`config.mk`:
```
export PLATFORM = sky130hd
export DESIGN_NAME = rolling_hash_pattern_matcher_core
export DESIGN_NICKNAME = d
export VERILOG_FILES = /design/src/sv/rhpm_pkg.sv /design/src/sv/rhpm_ram.sv /design/src/sv/rhpm_mulmod.sv /design/src/sv/rolling_hash_pattern_matcher_core.sv
export SDC_FILE = /design/constraint.sdc
export NUM_CORES = 2
export LEC_CHECK = 0
export BUFFER_PORTS_ARGS = -buffer_cell sky130_fd_sc_hd__buf_2
export CORE_ASPECT_RATIO = 2
export CORE_UTILIZATION = 62
export CTS_CLUSTER_SIZE = 25
export DETAILED_ROUTE_END_ITERATION = 16
export PLACE_DENSITY = 0.79
export SYNTH_ARGS = -nofsm -noshare
export SYNTH_HDL_FRONTEND = slang
export SYNTH_HIERARCHICAL = 1
export SYNTH_SLANG_ARGS = --single-unit
```
`constraint.sdc`:
```
create_clock -name clock -period 9 [get_ports clock]
set_input_delay 0.45 -clock clock [delete_from_list [all_inputs] [get_ports clock]]
set_output_delay 0.45 -clock clock [all_outputs]
set_load 0.03 [all_outputs]
```
`src/sv/rhpm_pkg.sv`:
```
// Shared types and constants for the rolling hash pattern matcher.
// No dependencies; imported by the core, the reduction unit and the checker.
package rhpm_pkg;

   localparam int MAX_PATTERN = 32;
   localparam int PTR_W       = (MAX_PATTERN > 1) ? $clog2(MAX_PATTERN) : 1;
   localparam int CNT_W       = $clog2(MAX_PATTERN + 1);

   localparam int SYM_W  = 8;
   localparam int POS_W  = 24;
   localparam int HASH_W = 17;

   localparam logic [SYM_W-1:0]  HASH_BASE = 8'd101;
   localparam logic [HASH_W-1:0] HASH_MOD  = 17'd100019;

   // Reciprocal reduction: q = (x * HASH_RECIP) >> RECIP_SHIFT is floor(x / HASH_MOD)
   // or one less, for every x below 2^PROD_W.
   localparam int PROD_W      = HASH_W + SYM_W;
   localparam int RECIP_SHIFT = 42;
   localparam int RECIP_W     = RECIP_SHIFT - HASH_W + 1;
   localparam logic [RECIP_W-1:0] HASH_RECIP =
      RECIP_W'((64'd1 << RECIP_SHIFT) / 64'(HASH_MOD));
   localparam int Q_W = PROD_W + RECIP_W - RECIP_SHIFT;

   typedef enum logic [1:0] {
      OP_CLEAR   = 2'd0,
      OP_APPEND  = 2'd1,
      OP_TEXT    = 2'd2,
      OP_RESTART = 2'd3
   } op_type;

   // Request to the modular multiply-add unit: (a * b + c) mod HASH_MOD.
   typedef struct packed {
      logic              start;
      logic [HASH_W-1:0] a;
      logic [SYM_W-1:0]  b;
      logic [SYM_W-1:0]  c;
   } mm_req_type;

   typedef struct packed {
      logic              done;
      logic [HASH_W-1:0] value;
   } mm_rsp_type;

endpackage

```
`src/sv/rhpm_ram.sv`:
```
// Generic single-port-write, single-port-read RAM with registered read data.
// No dependencies.
module rhpm_ram #(
   parameter int WIDTH = 8,
   parameter int DEPTH = 32,
   localparam int ADDR_W = (DEPTH > 1) ? $clog2(DEPTH) : 1
) (
   input  logic              clock,
   input  logic              wr_en,
   input  logic [ADDR_W-1:0] wr_addr,
   input  logic [WIDTH-1:0]  wr_data,
   input  logic [ADDR_W-1:0] rd_addr,
   output logic [WIDTH-1:0]  rd_data
);

   logic [WIDTH-1:0] mem_ff [DEPTH];
   logic [WIDTH-1:0] rd_data_ff;

   always_ff @(posedge clock) begin
      if (wr_en) begin
         mem_ff[wr_addr] <= wr_data;
      end
      rd_data_ff <= mem_ff[rd_addr];
   end

   assign rd_data = rd_data_ff;

endmodule

```
`src/sv/rhpm_mulmod.sv`:
```
// Four-stage pipelined (a * b + c) mod HASH_MOD with reciprocal reduction.
// Depends on rhpm_pkg.
module rhpm_mulmod
   import rhpm_pkg::*;
(
   input  logic       clock,
   input  logic       reset,
   input  mm_req_type mm_req,
   output mm_rsp_type mm_rsp
);

   logic [PROD_W-1:0]          x1_ff;
   logic [PROD_W-1:0]          x2_ff;
   logic [Q_W-1:0]             q_ff;
   logic [HASH_W:0]            r_ff;
   logic [HASH_W-1:0]          value_ff;
   logic [2:0]                 vld_ff;
   logic                       done_ff;

   logic [PROD_W+RECIP_W-1:0]  recip_prod;
   logic [PROD_W:0]            qm_prod;
   logic [PROD_W:0]            diff;

   assign recip_prod = PROD_W'(x1_ff) * (PROD_W+RECIP_W)'(HASH_RECIP);
   assign qm_prod    = (PROD_W+1)'(q_ff) * (PROD_W+1)'(HASH_MOD);
   assign diff       = (PROD_W+1)'(x2_ff) - qm_prod;

   always_ff @(posedge clock) begin
      if (reset) begin
         vld_ff  <= '0;
         done_ff <= 1'b0;
      end else begin
         vld_ff  <= {vld_ff[1:0], mm_req.start};
         done_ff <= vld_ff[2];
      end
      // stage 1: multiply-add
      x1_ff <= PROD_W'(mm_req.a) * PROD_W'(mm_req.b) + PROD_W'(mm_req.c);
      // stage 2: quotient estimate
      x2_ff <= x1_ff;
      q_ff  <= recip_prod[PROD_W+RECIP_W-1:RECIP_SHIFT];
      // stage 3: remainder, below 2 * HASH_MOD
      r_ff  <= diff[HASH_W:0];
      // stage 4: single correction
      if (r_ff >= (HASH_W+1)'(HASH_MOD)) begin
         value_ff <= HASH_W'(r_ff - (HASH_W+1)'(HASH_MOD));
      end else begin
         value_ff <= HASH_W'(r_ff);
      end
   end

   assign mm_rsp.done  = done_ff;
   assign mm_rsp.value = value_ff;

endmodule

```
`src/sv/rolling_hash_pattern_matcher_core.sv`:
```
// Streaming Rabin-Karp pattern matcher, top level.
// Depends on rhpm_pkg, rhpm_ram and rhpm_mulmod.
//
// Pattern symbols (append op) are stored in a 32-entry pattern RAM while the
// pattern hash and the lead weight 101^(m-1) are built modulo 100019. Text
// symbols then stream in: a 32-entry ring RAM holds the last m symbols and a
// rolling hash is updated per symbol. On a hash hit over a full window, the
// window is read back from the ring and compared with the pattern RAM one
// symbol at a time; a verified match returns its start position
// (modulo 2^24, counted from the last restart) on the rsp channel. Appending a
// pattern symbol also restarts the text. One item is in flight at a time.
// Clear and restart need no hash work. Appends and text symbols go through the
// four-stage modular reduction unit, once per symbol or twice in series when
// the pattern is non-empty or the oldest symbol is dropped; a hash hit adds a
// read and a compare step per compared symbol, as the RAM ports give one read
// per cycle. A result waiting in the output register does not block new
// transfers on req; the block only holds in its report step when a second
// match finds the output register still full.
module rolling_hash_pattern_matcher_core
   import rhpm_pkg::*;
(
   input  logic             clock,
   input  logic             reset,
   input  logic             req_valid,
   output logic             req_ready,
   input  logic [1:0]       req_op,
   input  logic [SYM_W-1:0] req_symbol,
   output logic             rsp_valid,
   input  logic             rsp_ready,
   output logic [POS_W-1:0] rsp_match_start
);

   typedef enum logic [3:0] {
      ST_IDLE,
      ST_PAT_HASH,
      ST_PAT_WEIGHT,
      ST_OLD_TERM,
      ST_DROP_OLD,
      ST_ROLL,
      ST_NEW_HASH,
      ST_VFY_READ,
      ST_VFY_CMP,
      ST_REPORT
   } state_type;

   state_type         state_ff;

   logic [CNT_W-1:0]  pat_count_ff;
   logic [HASH_W-1:0] pat_hash_ff;
   logic [HASH_W-1:0] lead_weight_ff;
   logic [HASH_W-1:0] win_hash_ff;
   logic [POS_W-1:0]  text_pos_ff;
   logic [CNT_W-1:0]  win_fill_ff;
   logic [PTR_W-1:0]  ring_head_ff;
   logic [PTR_W-1:0]  vfy_idx_ff;
   logic [PTR_W-1:0]  win_start_ff;
   logic [SYM_W-1:0]  sym_ff;
   logic [HASH_W-1:0] drop_ff;
   logic              rsp_valid_ff;
   logic [POS_W-1:0]  rsp_start_ff;

   mm_req_type        mm_req;
   mm_rsp_type        mm_rsp;

   logic              req_fire;
   op_type            req_code;
   logic              pat_full;
   logic              win_full;
   logic [PTR_W-1:0]  head_inc;
   logic [PTR_W-1:0]  oldest_addr;
   logic [PTR_W-1:0]  start_next;
   logic [PTR_W-1:0]  vfy_addr;
   logic [CNT_W-1:0]  fill_next;
   logic              vfy_last;
   logic [HASH_W:0]   drop_sum;
   logic [HASH_W-1:0] drop_value;
   logic              hash_hit;

   logic [PTR_W-1:0]  ring_rd_addr;
   logic [SYM_W-1:0]  ring_rd_data;
   logic              ring_wr_en;
   logic              pat_wr_en;
   logic [SYM_W-1:0]  pat_rd_data;

   // reduce a sum below 2 * MAX_PATTERN to a ring slot
   function automatic logic [PTR_W-1:0] ring_wrap(input logic [CNT_W:0] sum);
      logic [CNT_W:0] wrapped;
      if (sum >= (CNT_W+1)'(MAX_PATTERN)) begin
         wrapped = sum - (CNT_W+1)'(MAX_PATTERN);
      end else begin
         wrapped = sum;
      end
      return wrapped[PTR_W-1:0];
   endfunction

   assign req_ready = (state_ff == ST_IDLE);
   assign req_fire  = req_valid && req_ready;
   assign req_code  = op_type'(req_op);

   assign pat_full = (pat_count_ff >= CNT_W'(MAX_PATTERN));
   assign win_full = (pat_count_ff != '0) && (win_fill_ff >= pat_count_ff);

   assign head_inc = (ring_head_ff == PTR_W'(MAX_PATTERN - 1)) ? '0
                                                             : ring_head_ff + 1'b1;

   // slot of the oldest window symbol, before the new one is written
   assign oldest_addr = ring_wrap((CNT_W+1)'(ring_head_ff) + (CNT_W+1)'(MAX_PATTERN)
                                  - (CNT_W+1)'(pat_count_ff));
   // first window slot after the new symbol is written
   assign start_next  = ring_wrap((CNT_W+1)'(head_inc) + (CNT_W+1)'(MAX_PATTERN)
                                  - (CNT_W+1)'(pat_count_ff));
   assign vfy_addr    = ring_wrap((CNT_W+1)'(win_start_ff) + (CNT_W+1)'(vfy_idx_ff));

   assign fill_next = (win_fill_ff < pat_count_ff) ? win_fill_ff + 1'b1 : win_fill_ff;
   assign vfy_last  = ((CNT_W)'(vfy_idx_ff) == pat_count_ff - 1'b1);

   // window hash minus the oldest term, modulo HASH_MOD
   assign drop_sum   = (HASH_W+1)'(win_hash_ff) + (HASH_W+1)'(HASH_MOD)
                       - (HASH_W+1)'(mm_rsp.value);
   assign drop_value = (drop_sum >= (HASH_W+1)'(HASH_MOD))
                       ? HASH_W'(drop_sum - (HASH_W+1)'(HASH_MOD))
                       : HASH_W'(drop_sum);

   assign hash_hit = (pat_count_ff != '0) && (fill_next >= pat_count_ff)
                     && (mm_rsp.value == pat_hash_ff);

   // reduction unit requests
   always_comb begin
      mm_req = '0;
      unique case (state_ff)
         ST_IDLE: begin
            if (req_fire && req_code == OP_APPEND && !pat_full) begin
               mm_req.start = 1'b1;
               mm_req.a     = pat_hash_ff;
               mm_req.b     = HASH_BASE;
               mm_req.c     = req_symbol;
            end else if (req_fire && req_code == OP_TEXT && !win_full) begin
               mm_req.start = 1'b1;
               mm_req.a     = win_hash_ff;
               mm_req.b     = HASH_BASE;
               mm_req.c     = req_symbol;
            end
         end
         ST_PAT_HASH: begin
            if (mm_rsp.done && pat_count_ff != '0) begin
               mm_req.start = 1'b1;
               mm_req.a     = lead_weight_ff;
               mm_req.b     = HASH_BASE;
            end
         end
         ST_OLD_TERM: begin
            mm_req.start = 1'b1;
            mm_req.a     = lead_weight_ff;
            mm_req.b     = ring_rd_data;
         end
         ST_ROLL: begin
            mm_req.start = 1'b1;
            mm_req.a     = drop_ff;
            mm_req.b     = HASH_BASE;
            mm_req.c     = sym_ff;
         end
         default: begin
            mm_req = '0;
         end
      endcase
   end

   rhpm_mulmod u_mulmod (
      .clock  (clock),
      .reset  (reset),
      .mm_req (mm_req),
      .mm_rsp (mm_rsp)
   );

   // ring reads the oldest slot except while verifying
   assign ring_rd_addr = (state_ff == ST_VFY_READ) ? vfy_addr : oldest_addr;
   assign ring_wr_en   = (state_ff == ST_NEW_HASH) && mm_rsp.done;
   assign pat_wr_en    = req_fire && (req_code == OP_APPEND) && !pat_full;

   rhpm_ram #(
      .WIDTH (SYM_W),
      .DEPTH (MAX_PATTERN)
   ) u_ring_ram (
      .clock   (clock),
      .wr_en   (ring_wr_en),
      .wr_addr (ring_head_ff),
      .wr_data (sym_ff),
      .rd_addr (ring_rd_addr),
      .rd_data (ring_rd_data)
   );

   rhpm_ram #(
      .WIDTH (SYM_W),
      .DEPTH (MAX_PATTERN)
   ) u_pattern_ram (
      .clock   (clock),
      .wr_en   (pat_wr_en),
      .wr_addr (pat_count_ff[PTR_W-1:0]),
      .wr_data (req_symbol),
      .rd_addr (vfy_idx_ff),
      .rd_data (pat_rd_data)
   );

   always_ff @(posedge clock) begin
      if (reset) begin
         state_ff       <= ST_IDLE;
         pat_count_ff   <= '0;
         pat_hash_ff    <= '0;
         lead_weight_ff <= HASH_W'(1);
         win_hash_ff    <= '0;
         text_pos_ff    <= '0;
         win_fill_ff    <= '0;
         ring_head_ff   <= '0;
         vfy_idx_ff     <= '0;
         rsp_valid_ff   <= 1'b0;
      end else begin
         // a new result takes the output register, a taken one frees it
         if (state_ff == ST_REPORT && (!rsp_valid_ff || rsp_ready)) begin
            rsp_valid_ff <= 1'b1;
         end else if (rsp_valid_ff && rsp_ready) begin
            rsp_valid_ff <= 1'b0;
         end

         unique case (state_ff)
            ST_IDLE: begin
               if (req_fire) begin
                  unique case (req_code)
                     OP_CLEAR: begin
                        pat_count_ff   <= '0;
                        pat_hash_ff    <= '0;
                        lead_weight_ff <= HASH_W'(1);
                        win_hash_ff    <= '0;
                        text_pos_ff    <= '0;
                        win_fill_ff    <= '0;
                        ring_head_ff   <= '0;
                     end
                     OP_APPEND: begin
                        win_hash_ff  <= '0;
                        text_pos_ff  <= '0;
                        win_fill_ff  <= '0;
                        ring_head_ff <= '0;
                        if (!pat_full) begin
                           state_ff <= ST_PAT_HASH;
                        end
                     end
                     OP_TEXT: begin
                        sym_ff   <= req_symbol;
                        state_ff <= win_full ? ST_OLD_TERM : ST_NEW_HASH;
                     end
                     OP_RESTART: begin
                        win_hash_ff  <= '0;
                        text_pos_ff  <= '0;
                        win_fill_ff  <= '0;
                        ring_head_ff <= '0;
                     end
                     default: begin
                        state_ff <= ST_IDLE;
                     end
                  endcase
               end
            end

            ST_PAT_HASH: begin
               if (mm_rsp.done) begin
                  pat_hash_ff <= mm_rsp.value;
                  if (pat_count_ff == '0) begin
                     pat_count_ff <= pat_count_ff + 1'b1;
                     state_ff     <= ST_IDLE;
                  end else begin
                     state_ff <= ST_PAT_WEIGHT;
                  end
               end
            end

            ST_PAT_WEIGHT: begin
               if (mm_rsp.done) begin
                  lead_weight_ff <= mm_rsp.value;
                  pat_count_ff   <= pat_count_ff + 1'b1;
                  state_ff       <= ST_IDLE;
               end
            end

            ST_OLD_TERM: begin
               state_ff <= ST_DROP_OLD;
            end

            ST_DROP_OLD: begin
               if (mm_rsp.done) begin
                  drop_ff  <= drop_value;
                  state_ff <= ST_ROLL;
               end
            end

            ST_ROLL: begin
               state_ff <= ST_NEW_HASH;
            end

            ST_NEW_HASH: begin
               if (mm_rsp.done) begin
                  win_hash_ff  <= mm_rsp.value;
                  ring_head_ff <= head_inc;
                  text_pos_ff  <= text_pos_ff + 1'b1;
                  win_fill_ff  <= fill_next;
                  win_start_ff <= start_next;
                  vfy_idx_ff   <= '0;
                  state_ff     <= hash_hit ? ST_VFY_READ : ST_IDLE;
               end
            end

            ST_VFY_READ: begin
               state_ff <= ST_VFY_CMP;
            end

            ST_VFY_CMP: begin
               if (ring_rd_data != pat_rd_data) begin
                  state_ff <= ST_IDLE;
               end else if (vfy_last) begin
                  state_ff <= ST_REPORT;
               end else begin
                  vfy_idx_ff <= vfy_idx_ff + 1'b1;
                  state_ff   <= ST_VFY_READ;
               end
            end

            ST_REPORT: begin
               if (!rsp_valid_ff || rsp_ready) begin
                  rsp_start_ff <= text_pos_ff - POS_W'(pat_count_ff);
                  state_ff     <= ST_IDLE;
               end
            end

            default: begin
               state_ff <= ST_IDLE;
            end
         endcase
      end
   end

   assign rsp_valid       = rsp_valid_ff;
   assign rsp_match_start = rsp_start_ff;

endmodule

```
Yosys cells after proc, flatten, opt, wreduce, memory -nomap -nowiden
Memories as Yosys holds them, arrays and structs flattened. A register that Yosys moved wholly into a read port is not among the register bits.
Index checks and enable logic that the tools add are counted.
{"block": "totals", "in_bits": 14, "word_cells": 188, "mem_count": 2, "output_inout_bits": 26, "ramBits": 512, "reg_bits": 247}
{"name": "u_pattern_ram.mem_ff", "words": 32, "width": 8, "rd": 1, "rd_ports_with_merged_regs": 1, "wr": 1, "line": "rhpm_ram.sv:16", "source": "logic [WIDTH-1:0] mem_ff [DEPTH];"}
{"name": "u_ring_ram.mem_ff", "words": 32, "width": 8, "rd": 1, "rd_ports_with_merged_regs": 1, "wr": 1, "line": "rhpm_ram.sv:16"}
{"block": "op_classes", "n_eq_ne": 29, "order_cmp": 9, "bitwise_logic": 1, "muxes": 65, "n_mul": 3, "n_reduce_logical": 37, "addsub": 21}
{"cell": "$mux W17", "count": 9}
{"cell": "$pmux W26 S4", "count": 1}
{"cell": "$pmux W17 S2", "count": 3}
{"cell": "$mux W24", "count": 3}
{"cell": "$mux W34", "count": 2}
{"cell": "$mux W5", "count": 11}
{"cell": "$mux W6", "count": 9}
{"cell": "$mul A25 B25 Y50 const B", "count": 1}
{"cell": "$pmux W24 S2", "count": 1}
{"cell": "$pmux W4 S10", "count": 1}
{"cell": "$ge A18 B17 Y1 const B", "count": 2}
{"cell": "$mux W4", "count": 9}
{"cell": "$sub A17 B17 Y17 const B", "count": 2}
{"cell": "$mux W26", "count": 1}
{"cell": "$add A25 B8 Y25", "count": 1}
{"cell": "$mul A17 B8 Y25", "count": 1}
{"cell": "$add A24 B1 Y24 const B", "count": 1}
{"cell": "$sub A24 B6 Y24", "count": 1}
{"cell": "$pmux W5 S2", "count": 2}
{"cell": "$reduce_and A4 Y1", "count": 5}
{"cell": "$add A17 B17 Y18 const B", "count": 1}
{"cell": "$mul A9 B17 Y18 const B", "count": 1}
{"cell": "$pmux W6 S3", "count": 1}
{"cell": "$sub A18 B17 Y18", "count": 1}
{"cell": "other kinds (46)", "count": 95}

Depth between registers and ports, before layout
{"block": "logic_depth", "ltp_word": 9, "ltp_mapped": 33, "ltp_nobuf": 31}

Cells and area by module
The synthesis kept the hierarchy.
{"module": "rhpm_mulmod", "seq_area_each_um2": 1821.7, "area_each_um2": 20230.7, "n_inst": 1, "cells_per_inst": 2029}
{"module": "rhpm_ram", "seq_area_each_um2": 7847.5, "area_each_um2": 10053.4, "n_inst": 2, "cells_per_inst": 417}
{"module": "rolling_hash_pattern_matcher_core", "seq_area_each_um2": 3663.5, "area_each_um2": 9957.0, "n_inst": 1, "cells_per_inst": 1151}

Worst setup path before layout
No wires, ideal clock.
{"block": "synth_path", "path_kind": "register -> register", "startpoint": "register pat_count_ff[3]", "endpoint": "register u_mulmod.x1_ff[22]", "n_path_buf": 2, "period_less_slack_ns": 7.298, "setup_time_ns": 0.123, "stages_incl_launch_ff": 30, "path_slack_ns": 1.702, "arrival_time_ns": 7.174, "required_ns": 8.877, "path_cell_list": "dfxtp_1 > inv_1 > ha_1 > a21o_1 > a21o_1 > a221oi_1 > a21o_1 > nand2_1 > nor2_1 > nor2_1 > nand3b_1 > a21o_1 > clkbuf_1 > clkbuf_1 > nand2_1 > fa_1 > inv_1 > fa_1 > fa_1 > fa_1 > ha_1 > a211o_1 > a211oi_1 > o31ai_1 > o211ai_1 > a21boi_0 > o21a_1 > nor2_1 > a21oi_1 > xor2_1"}
{"item": "start, declared", "line": "rolling_hash_pattern_matcher_core.sv:48", "source": "logic [CNT_W-1:0] pat_count_ff;"}
{"item": "start signal, assigned", "line": "rolling_hash_pattern_matcher_core.sv:267", "source": "pat_count_ff <= pat_count_ff + 1'b1;"}
{"item": "start signal, assigned", "line": "rolling_hash_pattern_matcher_core.sv:278", "source": "pat_count_ff <= pat_count_ff + 1'b1;"}
{"item": "end signal, assigned", "line": "rhpm_mulmod.sv:37", "source": "x1_ff <= PROD_W'(mm_req.a) * PROD_W'(mm_req.b) + PROD_W'(mm_req.c);"}
{"item": "end, declared", "line": "rhpm_mulmod.sv:12", "source": "logic [PROD_W-1:0] x1_ff;"}

==> results_dict.tcl <==
set metrics [dict create \
    syn_avg_cell_area_um2 12.5 \
    crit_type "reg -> reg" \
    nNetsFinal 4948 \
    num_vias 31500 \
    grt_overflow 0 \
    layout_commonest_cell "inv_1" \
    worstPathMaxFanout 14 \
    netlist_area_um2 50300 \
    final_area_um2 54000 \
    syn_to_final_growth_pct 7.42 \
    firstDrtPassIters 6 \
    p_comb_share_pct 39.5 \
    finalNonFillerCells 5169 \
    worst_slew_pin_slew_ps 1400 \
    nFillCells 5743 \
    setup_ws_ps 976 \
    place_inst 5048 \
    pin_count 40 \
    p_leak_nw 23.0 \
    cp.arrival_ps 8610 \
    layout-drive-gt1-share_pct 10.4 \
    ir_drop_v 0.000193 \
    pre_cts_slack_ps 1130 \
    r2r-start "pat_count_ff[3]$_SDFFE_PP0P_" \
    cp_slowest_stage_delay_ps 670 \
    cts_resized 0 \
    post-route-period-util_pct 89.2 \
    dp.final_hpwl_um 95900 \
    maxClockFrequency_ghz 0.125 \
    path_clk_slew_ps 70 \
    cp-startpoint "pat_count_ff[3]$_SDFFE_PP0P_" \
    slowest_stage "o21ai_0" \
    netSwitchingFraction_pct 37.1 \
    port_buffers 39 \
    gp_congestion 0.986 \
    hp-class "in -> reg" \
    synth.lib_cells_used.distinct 82 \
    die_h_um 405 \
    layout.cells.most_common_list "668 x inv_1, 566 x edfxtp_1, 438 x ha_1, 422 x fa_1, 229 x nand2_1" \
    power_density_nw_per_um2 221 \
    start_kind "flip-flop" \
    wl_um 125000 \
    slew-limit-headroom_pct 6.28 \
    ys.flop_type "edfxtp_1" \
    clock_power_share_pct 24.4 \
    grt_pass1_wl_um 194000 \
    maxCapViolCount 0 \
    start_util_pct 62.7 \
    yosys_warnings 6 \
    cts_max_level 3 \
    cts_sinks 775 \
    worst-endpoint-required_ps 9590 \
    postCtsHoldBufs 0 \
    antenna_found_initial 1 \
    syn_inst 4014 \
    cts_tree "built" \
    drc 0 \
    viasPerCell 6.09 \
    cts_buffers 67 \
    ant_nets 0 \
    die_x_um 203 \
    grt_pass1_vias 34100 \
    rsz0062_at_grt "no" \
    cts_setup_buffers 0 \
    wl_per_cell_um 24.2 \
    p_int_mw 7.51 \
    status "finished, final reports clean" \
    drt-initial-drc-count 2167 \
    cp-end-kind "flip-flop" \
    syn-num-nets 4888 \
    core_um2 80200 \
    power_switching_mw 4.43 \
    rows 147 \
    synth_edf_count 566 \
    placed_area_um2 51800 \
    fp.dieArea_um2 82300 \
    fin_crit_ps 8020 \
    cpLargestDelayFamily "compound AO/OA/AOI/OAI gates" \
    setup_viol 0 \
    grt_max_degree 65 \
    synth-async-reset-ratio_pct 0 \
    clk_path_buf_depth 3 \
    hp-start "rsp_ready" \
    ys_ff_latch 775 \
    gr-usage-all-layers_pct 32.0 \
    fin_skew_ps 26.9 \
    slew_viol_final 0 \
    finalSetupTns_ps 0 \
    hold_viol 0 \
    cp.buffers_inverters 3 \
    clock_latency_ps 670 \
    yosysSeqAreaShare_pct 42.1 \
    root_buffer "clkbuf_16" \
    seq_power_share_pct 36.2 \
]
[per-layer routing]
metal	wire [um]	track usage (%)	vias to the layer above	share of wire, %
met1	38800	31.8	15900	31
li1	-	-	13900	-
met5	0	0	-	0
met2	68300	58.5	1215	55
met3	6370	4.09	490	5.1
met4	11900	26.9	0	9.5
[worst reg2reg max path: cells and delay by family, from the launching register on]
family | cells | cell delay (ps)
xor gates and xnor gates | 1 | 150
and+or+nand+nor | 5 | 620
DFF | 1 | 580
buffers and inverters | 3 | 530
adders and majority gates | 6 | 2860
AOI/OAI and AO/OA | 12 | 3220
[path summary, 6_finish.rpt]
kind	end	slack, ps	cells after the start
setup / recovery	u_mulmod/x1_ff[22]$_DFF_P_	980	27
hold / removal	rsp_valid$_SDFFE_PP0P_	140	3
setup reg to reg	u_mulmod/x1_ff[22]$_DFF_P_	980	27
hold reg to reg	u_mulmod/x2_ff[1]$_DFF_P_	350	0
[logic make-up after synthesis]
kind of cell	Yosys count	synth area share, %
AOI/OAI and AO/OA	424	5.38
xor gates and xnor gates	184	3.22
adders and majority gates	860	27.7
buffers and inverters	777	5.97
DFF	775	42.1
muxes	204	8.09
and+or+nand+nor	790	7.54
[Yosys cell counts, types with 11 or more instances]
cell / instances / share of area [%]
buf_1: 13 / 0.097
a211oi_1: 11 / 0.16
a31oi_1: 14 / 0.17
clkbuf_1: 70 / 0.52
nor4_1: 15 / 0.19
and3_1: 16 / 0.20
mux2i_1: 23 / 0.46
o21a_1: 17 / 0.25
nand2b_1: 19 / 0.24
o21ai_0: 73 / 0.73
nor3_1: 40 / 0.40
nand3_1: 75 / 0.75
nand4_1: 20 / 0.25
nor2_1: 204 / 1.5
inv_1: 668 / 5.0
mux2_2: 21 / 0.47
ha_1: 438 / 11
a21oi_1: 151 / 1.5
dfxtp_1: 209 / 8.3
or3_1: 19 / 0.24
edfxtp_1: 566 / 34
fa_1: 422 / 17
a22oi_1: 27 / 0.40
and2_1: 80 / 1.0
nand3b_1: 15 / 0.22
xnor2_1: 98 / 1.7
a21o_1: 49 / 0.73
mux4_2: 160 / 7.2
buf_4: 13 / 0.19
nand2_1: 229 / 1.7
xor2_1: 85 / 1.5
nor2b_1: 20 / 0.25
[flip-flops by register name (all words and copies together), names as in the netlist, 18 cells and up]
name / cells
u_mulmod/x1_ff: 25
u_mulmod/x2_ff: 18
u_pattern_ram/mem_ff: 256
u_mulmod/r_ff: 18
u_ring_ram/mem_ff: 256
text_pos_ff: 24
rsp_match_start: 24
[power by group through the flow]
stage / combinational, mW / clock (mW) / sequential (mW)
after floorplan: 3.49 / 0 / 4.28
after global placement: 4.58 / 0 / 4.38
after detailed placement: 4.67 / 0 / 4.39
after CTS: 4.71 / 2.95 / 4.31
after global routing: 5.28 / 3.08 / 4.33
final: 4.71 / 2.91 / 4.32
[layout make-up]
type / count / area [um^2] / area share, %
multi-input combinational: 2462 / 26200 / 48.4
sequential: 775 / 21200 / 39.2
inverter: 668 / 2510 / 4.64
clock buffer: 75 / 1730 / 3.20
tap: 1043 / 1310 / 2.42
timing repair buffer: 100 / 653 / 1.21
clock inverter: 45 / 477 / 0.882
antenna: 1 / 2.50 / 0.00463
[through the flow]
stage,power (mW),hold WS (ps),util (%)
after floorplan,7.77,414,-
after global placement,8.97,339,64.6
after detailed placement,9.05,339,64.6
after CTS,12.0,116,67.4
after global routing,12.7,161,67.4
final,11.9,138,67.4
Note: power is estimated with default switching activity, not from simulation.
